**config.mk**
```make
export PLATFORM = sky130hd
export DESIGN_NAME = double_ended_queue_top
export DESIGN_NICKNAME = d
export VERILOG_FILES = /design/src/sv/dq_pkg.sv /design/src/sv/double_ended_queue_top.sv
export SDC_FILE = /design/constraint.sdc
export NUM_CORES = 1
export LEC_CHECK = 0
export BUFFER_PORTS_ARGS = -buffer_cell sky130_fd_sc_hd__buf_2
export CORE_ASPECT_RATIO = 0.75
export CORE_MARGIN = 2
export CORE_UTILIZATION = 50
export DETAILED_ROUTE_END_ITERATION = 10
export PLACE_DENSITY = 0.69
export RECOVER_POWER = 25
export SYNTH_ARGS = -nofsm -noshare
export SYNTH_HDL_FRONTEND = slang
export SYNTH_SLANG_ARGS = --single-unit
```
**constraint.sdc**
```tcl
create_clock -name clk -period 12.65 [get_ports clk]
set_clock_uncertainty 0.05 [all_clocks]
set_input_delay 1.265 -clock clk [delete_from_list [all_inputs] [get_ports clk]]
set_output_delay 1.265 -clock clk [all_outputs]
set_load 0.1 [all_outputs]
```
**src/sv/dq_pkg.sv**
```systemverilog
// Package for the double-ended queue: sizes, op and status codes, sequencer
// states and the ring-slot helper. No dependencies; imported by
// double_ended_queue_top.
package dq_pkg;

  // Storage geometry.
  localparam int DEPTH  = 16;
  localparam int DATA_W = 32;
  localparam int PTR_W  = $clog2(DEPTH);
  localparam int CNT_W  = $clog2(DEPTH + 1);
  localparam int SUM_W  = CNT_W + 1;

  // Field widths fixed by the item format.
  localparam int OP_W  = 3;
  localparam int IDX_W = 4;
  localparam int LEN_W = 5;
  localparam int ST_W  = 2;

  typedef logic [PTR_W-1:0]  ptr_t;
  typedef logic [CNT_W-1:0]  cnt_t;
  typedef logic [SUM_W-1:0]  sum_t;
  typedef logic [DATA_W-1:0] data_t;

  // Request op codes.
  typedef enum logic [OP_W-1:0] {
    OP_PUSH_FRONT = 3'd0,
    OP_PUSH_BACK  = 3'd1,
    OP_POP_FRONT  = 3'd2,
    OP_POP_BACK   = 3'd3,
    OP_READ_AT    = 3'd4,
    OP_RESIZE     = 3'd5,
    OP_ASSIGN     = 3'd6,
    OP_CLEAR      = 3'd7
  } op_t;

  // Result status codes.
  typedef enum logic [ST_W-1:0] {
    ST_OK    = 2'd0,
    ST_EMPTY = 2'd1,
    ST_FULL  = 2'd2,
    ST_RANGE = 2'd3
  } status_t;

  // Sequencer states, one-hot.
  typedef enum logic [3:0] {
    S_IDLE = 4'b0001,
    S_RD   = 4'b0010,
    S_FILL = 4'b0100,
    S_FIN  = 4'b1000
  } fsm_t;

  // Where the data of a pending memory read goes.
  typedef enum logic [1:0] {
    TGT_FRONT = 2'd0,
    TGT_BACK  = 2'd1,
    TGT_READ  = 2'd2
  } tgt_t;

  // Ring slot that lies off positions after base, wrapped at DEPTH.
  function automatic ptr_t slot_add(ptr_t base, cnt_t off);
    sum_t sum;
    sum = sum_t'(base) + sum_t'(off);
    if (sum >= sum_t'(DEPTH)) begin
      sum = sum - sum_t'(DEPTH);
    end
    return sum[PTR_W-1:0];
  endfunction

endpackage

```
**src/sv/double_ended_queue_top.sv**
```systemverilog
// Bounded double-ended queue kept as a ring buffer in one synchronous memory.
// Depends on dq_pkg for sizes, codes and the slot helper.
//
//  Channel | Ports                                            | Direction
//  --------+--------------------------------------------------+----------
//  request | in_valid/in_ready, in_op, in_value, in_index,    | in
//          | in_length                                        |
//  result  | out_valid/out_ready, out_status, out_read_value, | out
//          | out_front_value, out_back_value, out_occupancy,  |
//          | out_is_empty                                     |
//
// Pushes, clear, and every rejected or trivial request finish in the accept
// cycle. A pop that leaves entries, an in-range indexed read or a resize that
// shrinks to a non-zero length reads memory, captures the data in S_RD and
// loads the result in S_FIN. Growing resize and assign to a non-zero length
// write entries one at a time in S_FILL (one write port), then load in S_FIN.
// Reset clears head, count and the sequencer; memory contents stay undefined.
// A new item is taken only while the sequencer is idle and the result
// register is free or being emptied in the same cycle.
module double_ended_queue_top
  import dq_pkg::*;
(
  input  logic              clk,
  input  logic              rst_n,
  input  logic              in_valid,
  output logic              in_ready,
  input  logic [OP_W-1:0]   in_op,
  input  logic [DATA_W-1:0] in_value,
  input  logic [IDX_W-1:0]  in_index,
  input  logic [LEN_W-1:0]  in_length,
  output logic              out_valid,
  input  logic              out_ready,
  output logic [ST_W-1:0]   out_status,
  output logic [DATA_W-1:0] out_read_value,
  output logic [DATA_W-1:0] out_front_value,
  output logic [DATA_W-1:0] out_back_value,
  output logic [CNT_W-1:0]  out_occupancy,
  output logic              out_is_empty
);

  // Entry storage.
  data_t mem [DEPTH];
  data_t mem_rdata_r;
  logic  mem_we, mem_re;
  ptr_t  mem_waddr, mem_raddr;
  data_t mem_wdata;

  // Control and shadow registers.
  fsm_t    state_r, state_nxt;
  ptr_t    head_r, head_nxt;
  cnt_t    count_r, count_nxt;
  data_t   front_r, front_nxt;
  data_t   back_r, back_nxt;
  status_t status_r, status_nxt;
  data_t   rdv_r, rdv_nxt;
  tgt_t    tgt_r, tgt_nxt;
  cnt_t    fill_tgt_r, fill_tgt_nxt;
  data_t   fill_val_r, fill_val_nxt;

  // Result register.
  logic    out_valid_r;
  status_t out_status_r;
  data_t   out_read_value_r, out_front_value_r, out_back_value_r;
  cnt_t    out_occupancy_r;
  logic    out_is_empty_r;

  logic acc, out_free, load_out, len_over;
  cnt_t len_sat;

  assign out_free = !out_valid_r || out_ready;
  assign in_ready = (state_r == S_IDLE) && out_free;
  assign acc      = in_valid && in_ready;

  // Target length saturated at the depth.
  assign len_over = int'(in_length) > DEPTH;
  assign len_sat  = len_over ? cnt_t'(DEPTH) : cnt_t'(in_length);

  // Sequencer and request decode.
  always_comb begin
    state_nxt    = state_r;
    head_nxt     = head_r;
    count_nxt    = count_r;
    front_nxt    = front_r;
    back_nxt     = back_r;
    status_nxt   = status_r;
    rdv_nxt      = rdv_r;
    tgt_nxt      = tgt_r;
    fill_tgt_nxt = fill_tgt_r;
    fill_val_nxt = fill_val_r;
    load_out     = 1'b0;
    mem_we       = 1'b0;
    mem_re       = 1'b0;
    mem_waddr    = slot_add(head_r, count_r);
    mem_raddr    = head_r;
    mem_wdata    = fill_val_r;
    unique case (state_r)
      S_IDLE: begin
        if (acc) begin
          status_nxt = ST_OK;
          rdv_nxt    = '0;
          unique case (op_t'(in_op))
            OP_PUSH_FRONT: begin
              load_out = 1'b1;
              if (count_r == cnt_t'(DEPTH)) begin
                status_nxt = ST_FULL;
              end else begin
                head_nxt  = slot_add(head_r, cnt_t'(DEPTH - 1));
                mem_we    = 1'b1;
                mem_waddr = head_nxt;
                mem_wdata = in_value;
                count_nxt = count_r + cnt_t'(1);
                front_nxt = in_value;
                if (count_r == '0) begin
                  back_nxt = in_value;
                end
              end
            end
            OP_PUSH_BACK: begin
              load_out = 1'b1;
              if (count_r == cnt_t'(DEPTH)) begin
                status_nxt = ST_FULL;
              end else begin
                mem_we    = 1'b1;
                mem_waddr = slot_add(head_r, count_r);
                mem_wdata = in_value;
                count_nxt = count_r + cnt_t'(1);
                back_nxt  = in_value;
                if (count_r == '0) begin
                  front_nxt = in_value;
                end
              end
            end
            OP_POP_FRONT: begin
              if (count_r == '0) begin
                status_nxt = ST_EMPTY;
                load_out   = 1'b1;
              end else begin
                head_nxt  = slot_add(head_r, cnt_t'(1));
                count_nxt = count_r - cnt_t'(1);
                if (count_r == cnt_t'(1)) begin
                  load_out = 1'b1;
                end else begin
                  // Fetch the new front entry.
                  mem_re    = 1'b1;
                  mem_raddr = slot_add(head_r, cnt_t'(1));
                  tgt_nxt   = TGT_FRONT;
                  state_nxt = S_RD;
                end
              end
            end
            OP_POP_BACK: begin
              if (count_r == '0) begin
                status_nxt = ST_EMPTY;
                load_out   = 1'b1;
              end else begin
                count_nxt = count_r - cnt_t'(1);
                if (count_r == cnt_t'(1)) begin
                  load_out = 1'b1;
                end else begin
                  // Fetch the new back entry.
                  mem_re    = 1'b1;
                  mem_raddr = slot_add(head_r, count_r - cnt_t'(2));
                  tgt_nxt   = TGT_BACK;
                  state_nxt = S_RD;
                end
              end
            end
            OP_READ_AT: begin
              if (int'(in_index) >= int'(count_r)) begin
                status_nxt = ST_RANGE;
                load_out   = 1'b1;
              end else begin
                mem_re    = 1'b1;
                mem_raddr = slot_add(head_r, cnt_t'(in_index));
                tgt_nxt   = TGT_READ;
                state_nxt = S_RD;
              end
            end
            OP_RESIZE: begin
              status_nxt = len_over ? ST_FULL : ST_OK;
              if (len_sat < count_r) begin
                // Shrinking trims the back; the new back is fetched.
                count_nxt = len_sat;
                if (len_sat == '0) begin
                  load_out = 1'b1;
                end else begin
                  mem_re    = 1'b1;
                  mem_raddr = slot_add(head_r, len_sat - cnt_t'(1));
                  tgt_nxt   = TGT_BACK;
                  state_nxt = S_RD;
                end
              end else if (len_sat == count_r) begin
                load_out = 1'b1;
              end else begin
                fill_tgt_nxt = len_sat;
                fill_val_nxt = in_value;
                state_nxt    = S_FILL;
              end
            end
            OP_ASSIGN: begin
              status_nxt = len_over ? ST_FULL : ST_OK;
              head_nxt   = '0;
              count_nxt  = '0;
              if (len_sat == '0) begin
                load_out = 1'b1;
              end else begin
                fill_tgt_nxt = len_sat;
                fill_val_nxt = in_value;
                state_nxt    = S_FILL;
              end
            end
            OP_CLEAR: begin
              head_nxt  = '0;
              count_nxt = '0;
              load_out  = 1'b1;
            end
          endcase
        end
      end
      S_RD: begin
        // Read data has arrived; route it to its shadow register.
        case (tgt_r)
          TGT_FRONT: front_nxt = mem_rdata_r;
          TGT_BACK:  back_nxt  = mem_rdata_r;
          TGT_READ:  rdv_nxt   = mem_rdata_r;
          default:   rdv_nxt   = mem_rdata_r;
        endcase
        state_nxt = S_FIN;
      end
      S_FILL: begin
        // Append one fill entry at the back each cycle.
        mem_we    = 1'b1;
        mem_waddr = slot_add(head_r, count_r);
        mem_wdata = fill_val_r;
        count_nxt = count_r + cnt_t'(1);
        back_nxt  = fill_val_r;
        if (count_r == '0) begin
          front_nxt = fill_val_r;
        end
        if (count_nxt == fill_tgt_r) begin
          state_nxt = S_FIN;
        end
      end
      S_FIN: begin
        if (out_free) begin
          load_out  = 1'b1;
          state_nxt = S_IDLE;
        end
      end
    endcase
  end

  // Control registers.
  always_ff @(posedge clk) begin
    if (!rst_n) begin
      state_r     <= S_IDLE;
      head_r      <= '0;
      count_r     <= '0;
      out_valid_r <= 1'b0;
    end else begin
      state_r <= state_nxt;
      head_r  <= head_nxt;
      count_r <= count_nxt;
      if (load_out) begin
        out_valid_r <= 1'b1;
      end else if (out_ready) begin
        out_valid_r <= 1'b0;
      end
    end
  end

  // Shadow and working registers.
  always_ff @(posedge clk) begin
    front_r    <= front_nxt;
    back_r     <= back_nxt;
    status_r   <= status_nxt;
    rdv_r      <= rdv_nxt;
    tgt_r      <= tgt_nxt;
    fill_tgt_r <= fill_tgt_nxt;
    fill_val_r <= fill_val_nxt;
  end

  // Result register, loaded from the state after the operation.
  always_ff @(posedge clk) begin
    if (load_out) begin
      out_status_r      <= status_nxt;
      out_read_value_r  <= rdv_nxt;
      out_front_value_r <= (count_nxt == '0) ? '0 : front_nxt;
      out_back_value_r  <= (count_nxt == '0) ? '0 : back_nxt;
      out_occupancy_r   <= count_nxt;
      out_is_empty_r    <= (count_nxt == '0);
    end
  end

  // Entry memory: one write port, one registered read port.
  always_ff @(posedge clk) begin
    if (mem_we) begin
      mem[mem_waddr] <= mem_wdata;
    end
    if (mem_re) begin
      mem_rdata_r <= mem[mem_raddr];
    end
  end

  assign out_valid       = out_valid_r;
  assign out_status      = out_status_r;
  assign out_read_value  = out_read_value_r;
  assign out_front_value = out_front_value_r;
  assign out_back_value  = out_back_value_r;
  assign out_occupancy   = out_occupancy_r;
  assign out_is_empty    = out_is_empty_r;

`ifndef ASSERT_OFF
  // The count never passes the depth.
  a_count_bound: assert property (@(posedge clk) disable iff (!rst_n)
    count_r <= cnt_t'(DEPTH))
    else $error("entry count above depth");

  // The sequencer state stays one-hot.
  a_state_onehot: assert property (@(posedge clk) disable iff (!rst_n)
    $onehot(state_r))
    else $error("sequencer state not one-hot");

  // A fill never runs past its target.
  a_fill_bound: assert property (@(posedge clk) disable iff (!rst_n)
    (state_r == S_FILL) |-> (count_r < fill_tgt_r))
    else $error("fill beyond target length");

  // A memory read is always followed by its capture cycle.
  a_read_capture: assert property (@(posedge clk) disable iff (!rst_n)
    mem_re |=> (state_r == S_RD))
    else $error("memory read without capture");

  // The empty flag agrees with the occupancy of a shown result.
  a_empty_flag: assert property (@(posedge clk) disable iff (!rst_n)
    out_valid_r |-> (out_is_empty_r == (out_occupancy_r == '0)))
    else $error("empty flag disagrees with occupancy");
`endif

endmodule
```
==> metrics, run 1 <==
Seq. cell area=22900 um^2; class of the worst hold path=flop to flop; register clock-pin slew on the reported worst setup and hold paths=0.07 ns; total setup buffers inserted after CTS=0; RSZ-0062 raised after global routing=false; synth cell count leaders=687 x edfxtp_1, 218 x inv_1, 214 x nand2_1, 190 x clkbuf_1, 128 x o41ai_1; post-route ant nets=0; GRT overflow=0; Primary FF master, synth=edfxtp_1; Startpoint Class=flop; Synth async-reset ratio=0%; Initial Util=50.4%; worst-case clock buffer depth=3; simple-gate share of the synthesized area=4.65%; antenna violations before repair=1; fin crit share=54.9%; # DRC=0; post-synthesis mux area share=5.65%; CP Class=flop to flop; vias in the first global route=23955; fill count=5662; layout cells sized above 1=10.3%; Seq cells post-synth=799; die area=72600 um^2; Hold Vio Cnt, Final=0; Sink Count=799; cell taking the most area after synthesis=edfxtp_1; Core Rows=84; CP Capture Type=flop; clock power share=31.4%; Post-CTS Hold Fix Bufs=0; switching share of power=33.2%; WP data required=12.90 ns; Worst slew margin=-126%; largest family of logic cells by synthesized area=compound AO/OA/AOI/OAI gates; Max Freq=0.144 GHz; Worst-Skew Late Latency=0.63 ns; vias=25120; via-per-instance ratio=6.73; yosys warns=0; critical path arrival=7.20 ns; count leader, synth=edfxtp_1; Max-Cap Viols=5; clk root buf=clkbuf_16; Power Total=7.37 mW; worst setup margin=5.70 ns; total I/O pin count=154; largest net degree at the start of global routing=112; part of the power in registers=44.5%; Die H=234 um; sequential share of the synthesized area=64.9%; violated checks=capacitance limit, slew limit; Core ar.=69900 um^2; Synth area leaders=edfxtp_1 59%, dfxtp_1 6.4%, mux2i_1 3.6%; routed wire length=103000 um; final setup fails=0; PwrDens=188 nW/um^2; CTS H-tree lvls=3; initial DRC count=3819; Area Growth Syn to Fin=11.4%; combinational power share=24.0%; Internal Power=4.93 mW; adder-cell share of the synthesized area=1.26%; Post-synth EDFFs=687; drt first pass iters=6; Final Critical Period=6.95 ns; slew at the pin with the worst max-slew slack=3.39 ns; DP Worst Slack=5.68 ns; syn_nets=2763; Distinct cells, synth=75; compound-cell area share of the yosys netlist=17.8%; xor/xnor cell area share of the yosys netlist=0.597%; CTS tree=yes; Tot GR Track Use=27.8%; final max-slew violation count=218; total CTS buffers=78; peak supply drop=0.0000989 V; leakage power=13.6 nW; Post-CTS Resized=0; Gate Count Post-Synth=2682; Net Switching=2.45 mW; DP HPWL=57700 um; setup total negative slack=0 ns; Port Buffers=153; nets=2806; share of the synthesized area in the top cell type=58.6%; Post-Syn Area=35200 um^2; diode count=0; final design utilization=56.1%; first-pass GRT wire length=153000 um; worst-path fanout max=111; Routed wire per std cell=27.7 um; GP Congestion=0.897; Synth Area per Inst=13.1 um^2; run status=finished, violations left; area of the multi-input gates=10800 um^2; Die Wd=311 um
placed cells by master, fill, tap and decap left out, drive strengths merged, types with 7 or more instances in the layout:
cell,instances
a211oi,39
nand2,214
nor4b,7
o2111ai,97
edfxtp,687
buf,66
o211ai,68
mux2,64
clkinv,27
o41ai,128
a32oi,33
nor3,9
xnor2,14
nor2,57
o21ai,54
o21a,10
nand2b,14
nor2b,12
o22ai,38
o221ai,35
clkbuf,244
ha,29
inv,221
dfxtp,112
a221o,32
nand3,10
mux2i,127
a22o,34
a21o,7
xor2,10
a221oi,59
bufinv,8
a21oi,46
a31oi,100
layer usage:
metal  global-route usage [%]  up-vias  part of all wire (%)  routed length [um]
li1                         -    10741                     -                   -
met1                     40.7    12373                    42               43500
met2                     41.1     1774                    43               44400
met3                     6.61      232                    12               12700
met4                     8.63        0                   2.6                2650
met5                        0        -                     0                   0
state kept, by name, summed over array words and instances, names as in the netlist, 4 cells and up:
register / flops
back_r: 32
count_r: 5
fill_tgt_r: 5
fill_val_r: 32
front_r: 32
head_r: 4
mem: 512
mem_rdata_r: 32
out_back_value: 32
out_front_value: 32
out_occupancy: 5
out_read_value: 32
rdv_r: 32
state_r: 4
through the flow:
step / area [um^2] / instances / hold slack, ns
4_1_cts: 39500 / 3730 / 0.419
6_report: 39200 / 3730 / 0.423
3_5_place_dp: 36900 / 3591 / 0.401
3_3_place_gp: 36900 / 3591 / 0.409
5_1_grt: 39200 / 3730 / 0.438
2_1_floorplan: 35200 / 2682 / 0.377
power groups by stage:
stage	clock (mW)	sequential, mW	combinational (mW)
after floorplan	0	3.72	0.889
after global placement	0	3.32	1.71
after detailed placement	0	3.33	1.75
after CTS	2.34	3.28	1.76
after global routing	2.44	3.30	1.87
final	2.32	3.28	1.77
critical path: stages, from the launching register on:
cell       delay (ns)
dfxtp_1          0.70
inv_1            0.34
ha_1             0.42
and3b_1          0.17
o21ai_0          0.09
and2_0           0.40
a211oi_4         0.35
buf_4            0.68
buf_4            0.77
or4_4            0.66
buf_4            1.11
o2111ai_1        0.25
a31oi_1          0.32
a32oi_1          0.13
logic make-up (layout without fill, tap and decap cells):
| family | count (synthesis) | after routing |
|---|---|---|
| multiplexers | 191 | 191 |
| AND/OR/NAND/NOR | 361 | 361 |
| AO/OA/AOI/OAI | 809 | 809 |
| flip-flops | 799 | 799 |
| adder cells (fa/ha/maj) | 33 | 33 |
| buffers and inverters | 465 | 567 |
| XOR/XNOR | 24 | 24 |
worst paths after layout:
| kind | cells past startpoint | startpoint | slack (ns) | end |
|---|---|---|---|---|
| worst max register to register | 13 | count_r[3] | 5.70 | mem_rdata_r[29] |
| worst max-delay path | 13 | count_r[3] | 5.70 | mem_rdata_r[29] |
| worst min register to register | 1 | rdv_r[30] | 0.42 | rdv_r[30] |
| worst min-delay path | 1 | rdv_r[30] | 0.42 | rdv_r[30] |
layout make-up:
class	instances	share of cell area (%)
multi-input combinational	1418	27.6
tap	946	3.02
clock buffer	100	5.32
inverter	218	2.09
timing repair buffer	210	2.55
clock inverter	39	1.11
sequential	799	58.3
Note: power is estimated with default switching activity, not from simulation.
==> run 2: changes to the inputs <==
--- a/config.mk
+++ b/config.mk
@@ -10,7 +10,7 @@
 export CORE_MARGIN = 2
 export CORE_UTILIZATION = 50
 export DETAILED_ROUTE_END_ITERATION = 10
-export PLACE_DENSITY = 0.69
+export PLACE_DENSITY = 0.71
 export RECOVER_POWER = 25
 export SYNTH_ARGS = -nofsm -noshare
 export SYNTH_HDL_FRONTEND = slang
==> constraint.sdc (replaced) <==
create_clock -name clk -period 6.05 [get_ports clk]
set_clock_uncertainty 0.05 [all_clocks]
set_input_delay 0.605 -clock clk [delete_from_list [all_inputs] [get_ports clk]]
set_output_delay 0.605 -clock clk [all_outputs]
set_load 0.1 [all_outputs]
==> metrics, run 2 (same netlist as run 1, synthesis figures left out) <==
worst setup margin=0.809 ns; total setup buffers inserted after CTS=0; RR Startpoint=count_r[1]; part of the power in registers=44.5%; CTS tree=yes; DP Worst Slack=1.24 ns; switching share of power=33.6%; Max Freq=0.191 GHz; CTS H-tree lvls=3; top sig layer=met4; Routed wire per std cell=27.8 um; vias=25440; wl on met1=42400 um; Initial Util=50.4%; worst-path fanout max=74; final max-slew violation count=135; Power Total=15.4 mW; DR WL met2=45300 um; slew at the pin with the worst max-slew slack=2.51 ns; register clock-pin slew on the reported worst setup and hold paths=0.07 ns; class of the worst hold path=input pin to flop; Die H=234 um; run status=finished, violations left; total CTS buffers=79; drt first pass iters=6; leakage power=13.8 nW; antenna violations before repair=2; Internal Power=10.2 mW; routed wire length=105000 um; worst-case clock buffer depth=3; final setup fails=0; GP Congestion=0.934; Sink Count=799; Net Switching=5.18 mW; Core ar.=69900 um^2; Max-Cap Viols=4; post-route ant nets=0; Tot GR Track Use=28.4%; Port Buffers=153; clk root buf=clkbuf_16; vias in the first global route=24771; PwrDens=390 nW/um^2; largest net degree at the start of global routing=98; most frequent cells in the layout=687 x edfxtp_1, 218 x inv_1, 214 x nand2_1, 158 x clkbuf_1, 128 x o41ai_1; first-pass GRT wire length=157000 um; peak supply drop=0.000213 V; Final Critical Period=5.24 ns; nets=2830; Hold Vio Cnt, Final=0; violated checks=capacitance limit, slew limit; die area=72600 um^2; DP HPWL=61500 um; Core Rows=84; # DRC=0; combinational power share=24.4%; Largest register FFs=512; Routed met3 length=13700 um; critical path arrival=5.51 ns; Worst slew margin=-67.5%; RSZ-0062 raised after global routing=false; total I/O pin count=154; Worst-Skew Late Latency=0.64 ns; commonest non-fill, non-tap cell in the layout=edfxtp_1; Startpoint Class=flop; CP Class=flop to flop; Die Wd=311 um; final design utilization=56.6%; WP data required=6.31 ns; area of the multi-input gates=10900 um^2; Seq. cell area=22900 um^2; hold wc startpoint=in_value[29]; Biggest register=mem; initial DRC count=4009; setup total negative slack=0 ns; layout cells sized above 1=11.3%; fill count=5528; Area Growth Syn to Fin=12.2%; GRT overflow=0; clock power share=31.1%; Post-CTS Hold Fix Bufs=0; via-per-instance ratio=6.77; Post-CTS Resized=0; CP Capture Type=flop; crit path from=count_r[1]; fin crit share=86.6%
-- run 2: cell types whose count changed in the layout (fill, tap and decap cells not counted), moves of 2 or more --
cell,previous run,this run
buf_12,0,10
buf_4,52,65
bufinv_16,8,4
clkbuf_1,162,158
clkbuf_16,79,82
clkbuf_8,3,5
clkinv_1,15,17
clkinv_2,7,15
clkinv_4,3,1
-- run 2: through the flow --
| stage | area [um^2] | hold WS, ns | instances |
|---|---|---|---|
| finish | 39500 | 0.202 | 3759 |
| global placement | 37200 | 0.402 | 3614 |
| global route | 39500 | 0.210 | 3758 |
| CTS | 39700 | 0.119 | 3758 |
| floorplan | 35200 | 0.377 | 2682 |
| detailed placement | 37200 | 0.407 | 3614 |
-- run 2: area by class of cell --
class                      count  area share (%)
tap                          946            2.99
antenna                        1         0.00633
multi-input combinational   1418            27.5
clock inverter                43           0.823
timing repair buffer         233            3.29
clock buffer                 101            5.50
inverter                     218            2.07
sequential                   799            57.9
-- run 2: path summary, 6_finish.rpt --
check                    end  slack [ns]  cells after the start
max          mem_rdata_r[20]        0.81                     13
min           fill_val_r[29]        0.20                      1
max reg2reg  mem_rdata_r[20]        0.81                     13
min reg2reg        rdv_r[16]        0.42                      1
-- run 2: critical path: stages (launching register included) --
cell	delay, ns
dfxtp_1	0.32
clkbuf_1	0.42
inv_1	0.42
ha_1	0.34
nand2b_1	0.14
a41oi_1	0.24
and2_0	0.64
a211oi_4	0.21
buf_4	0.29
nor4_2	0.57
buf_12	0.44
mux2_2	0.41
o211ai_1	0.20
a32oi_1	0.14
-- run 2: layer usage --
metal	track usage [%]	vias up
li1	-	10766
met3	7.93	255
met2	42.0	1829
met1	40.4	12590
met5	0	-
met4	9.77	0
-- run 2: power groups by stage --
stage	sequential [mW]	combinational (mW)	clock, mW
after floorplan	7.76	1.86	0
after global placement	6.93	3.63	0
after detailed placement	6.96	3.71	0
after CTS	6.85	3.73	4.85
after global routing	6.91	3.95	5.04
final	6.87	3.76	4.80
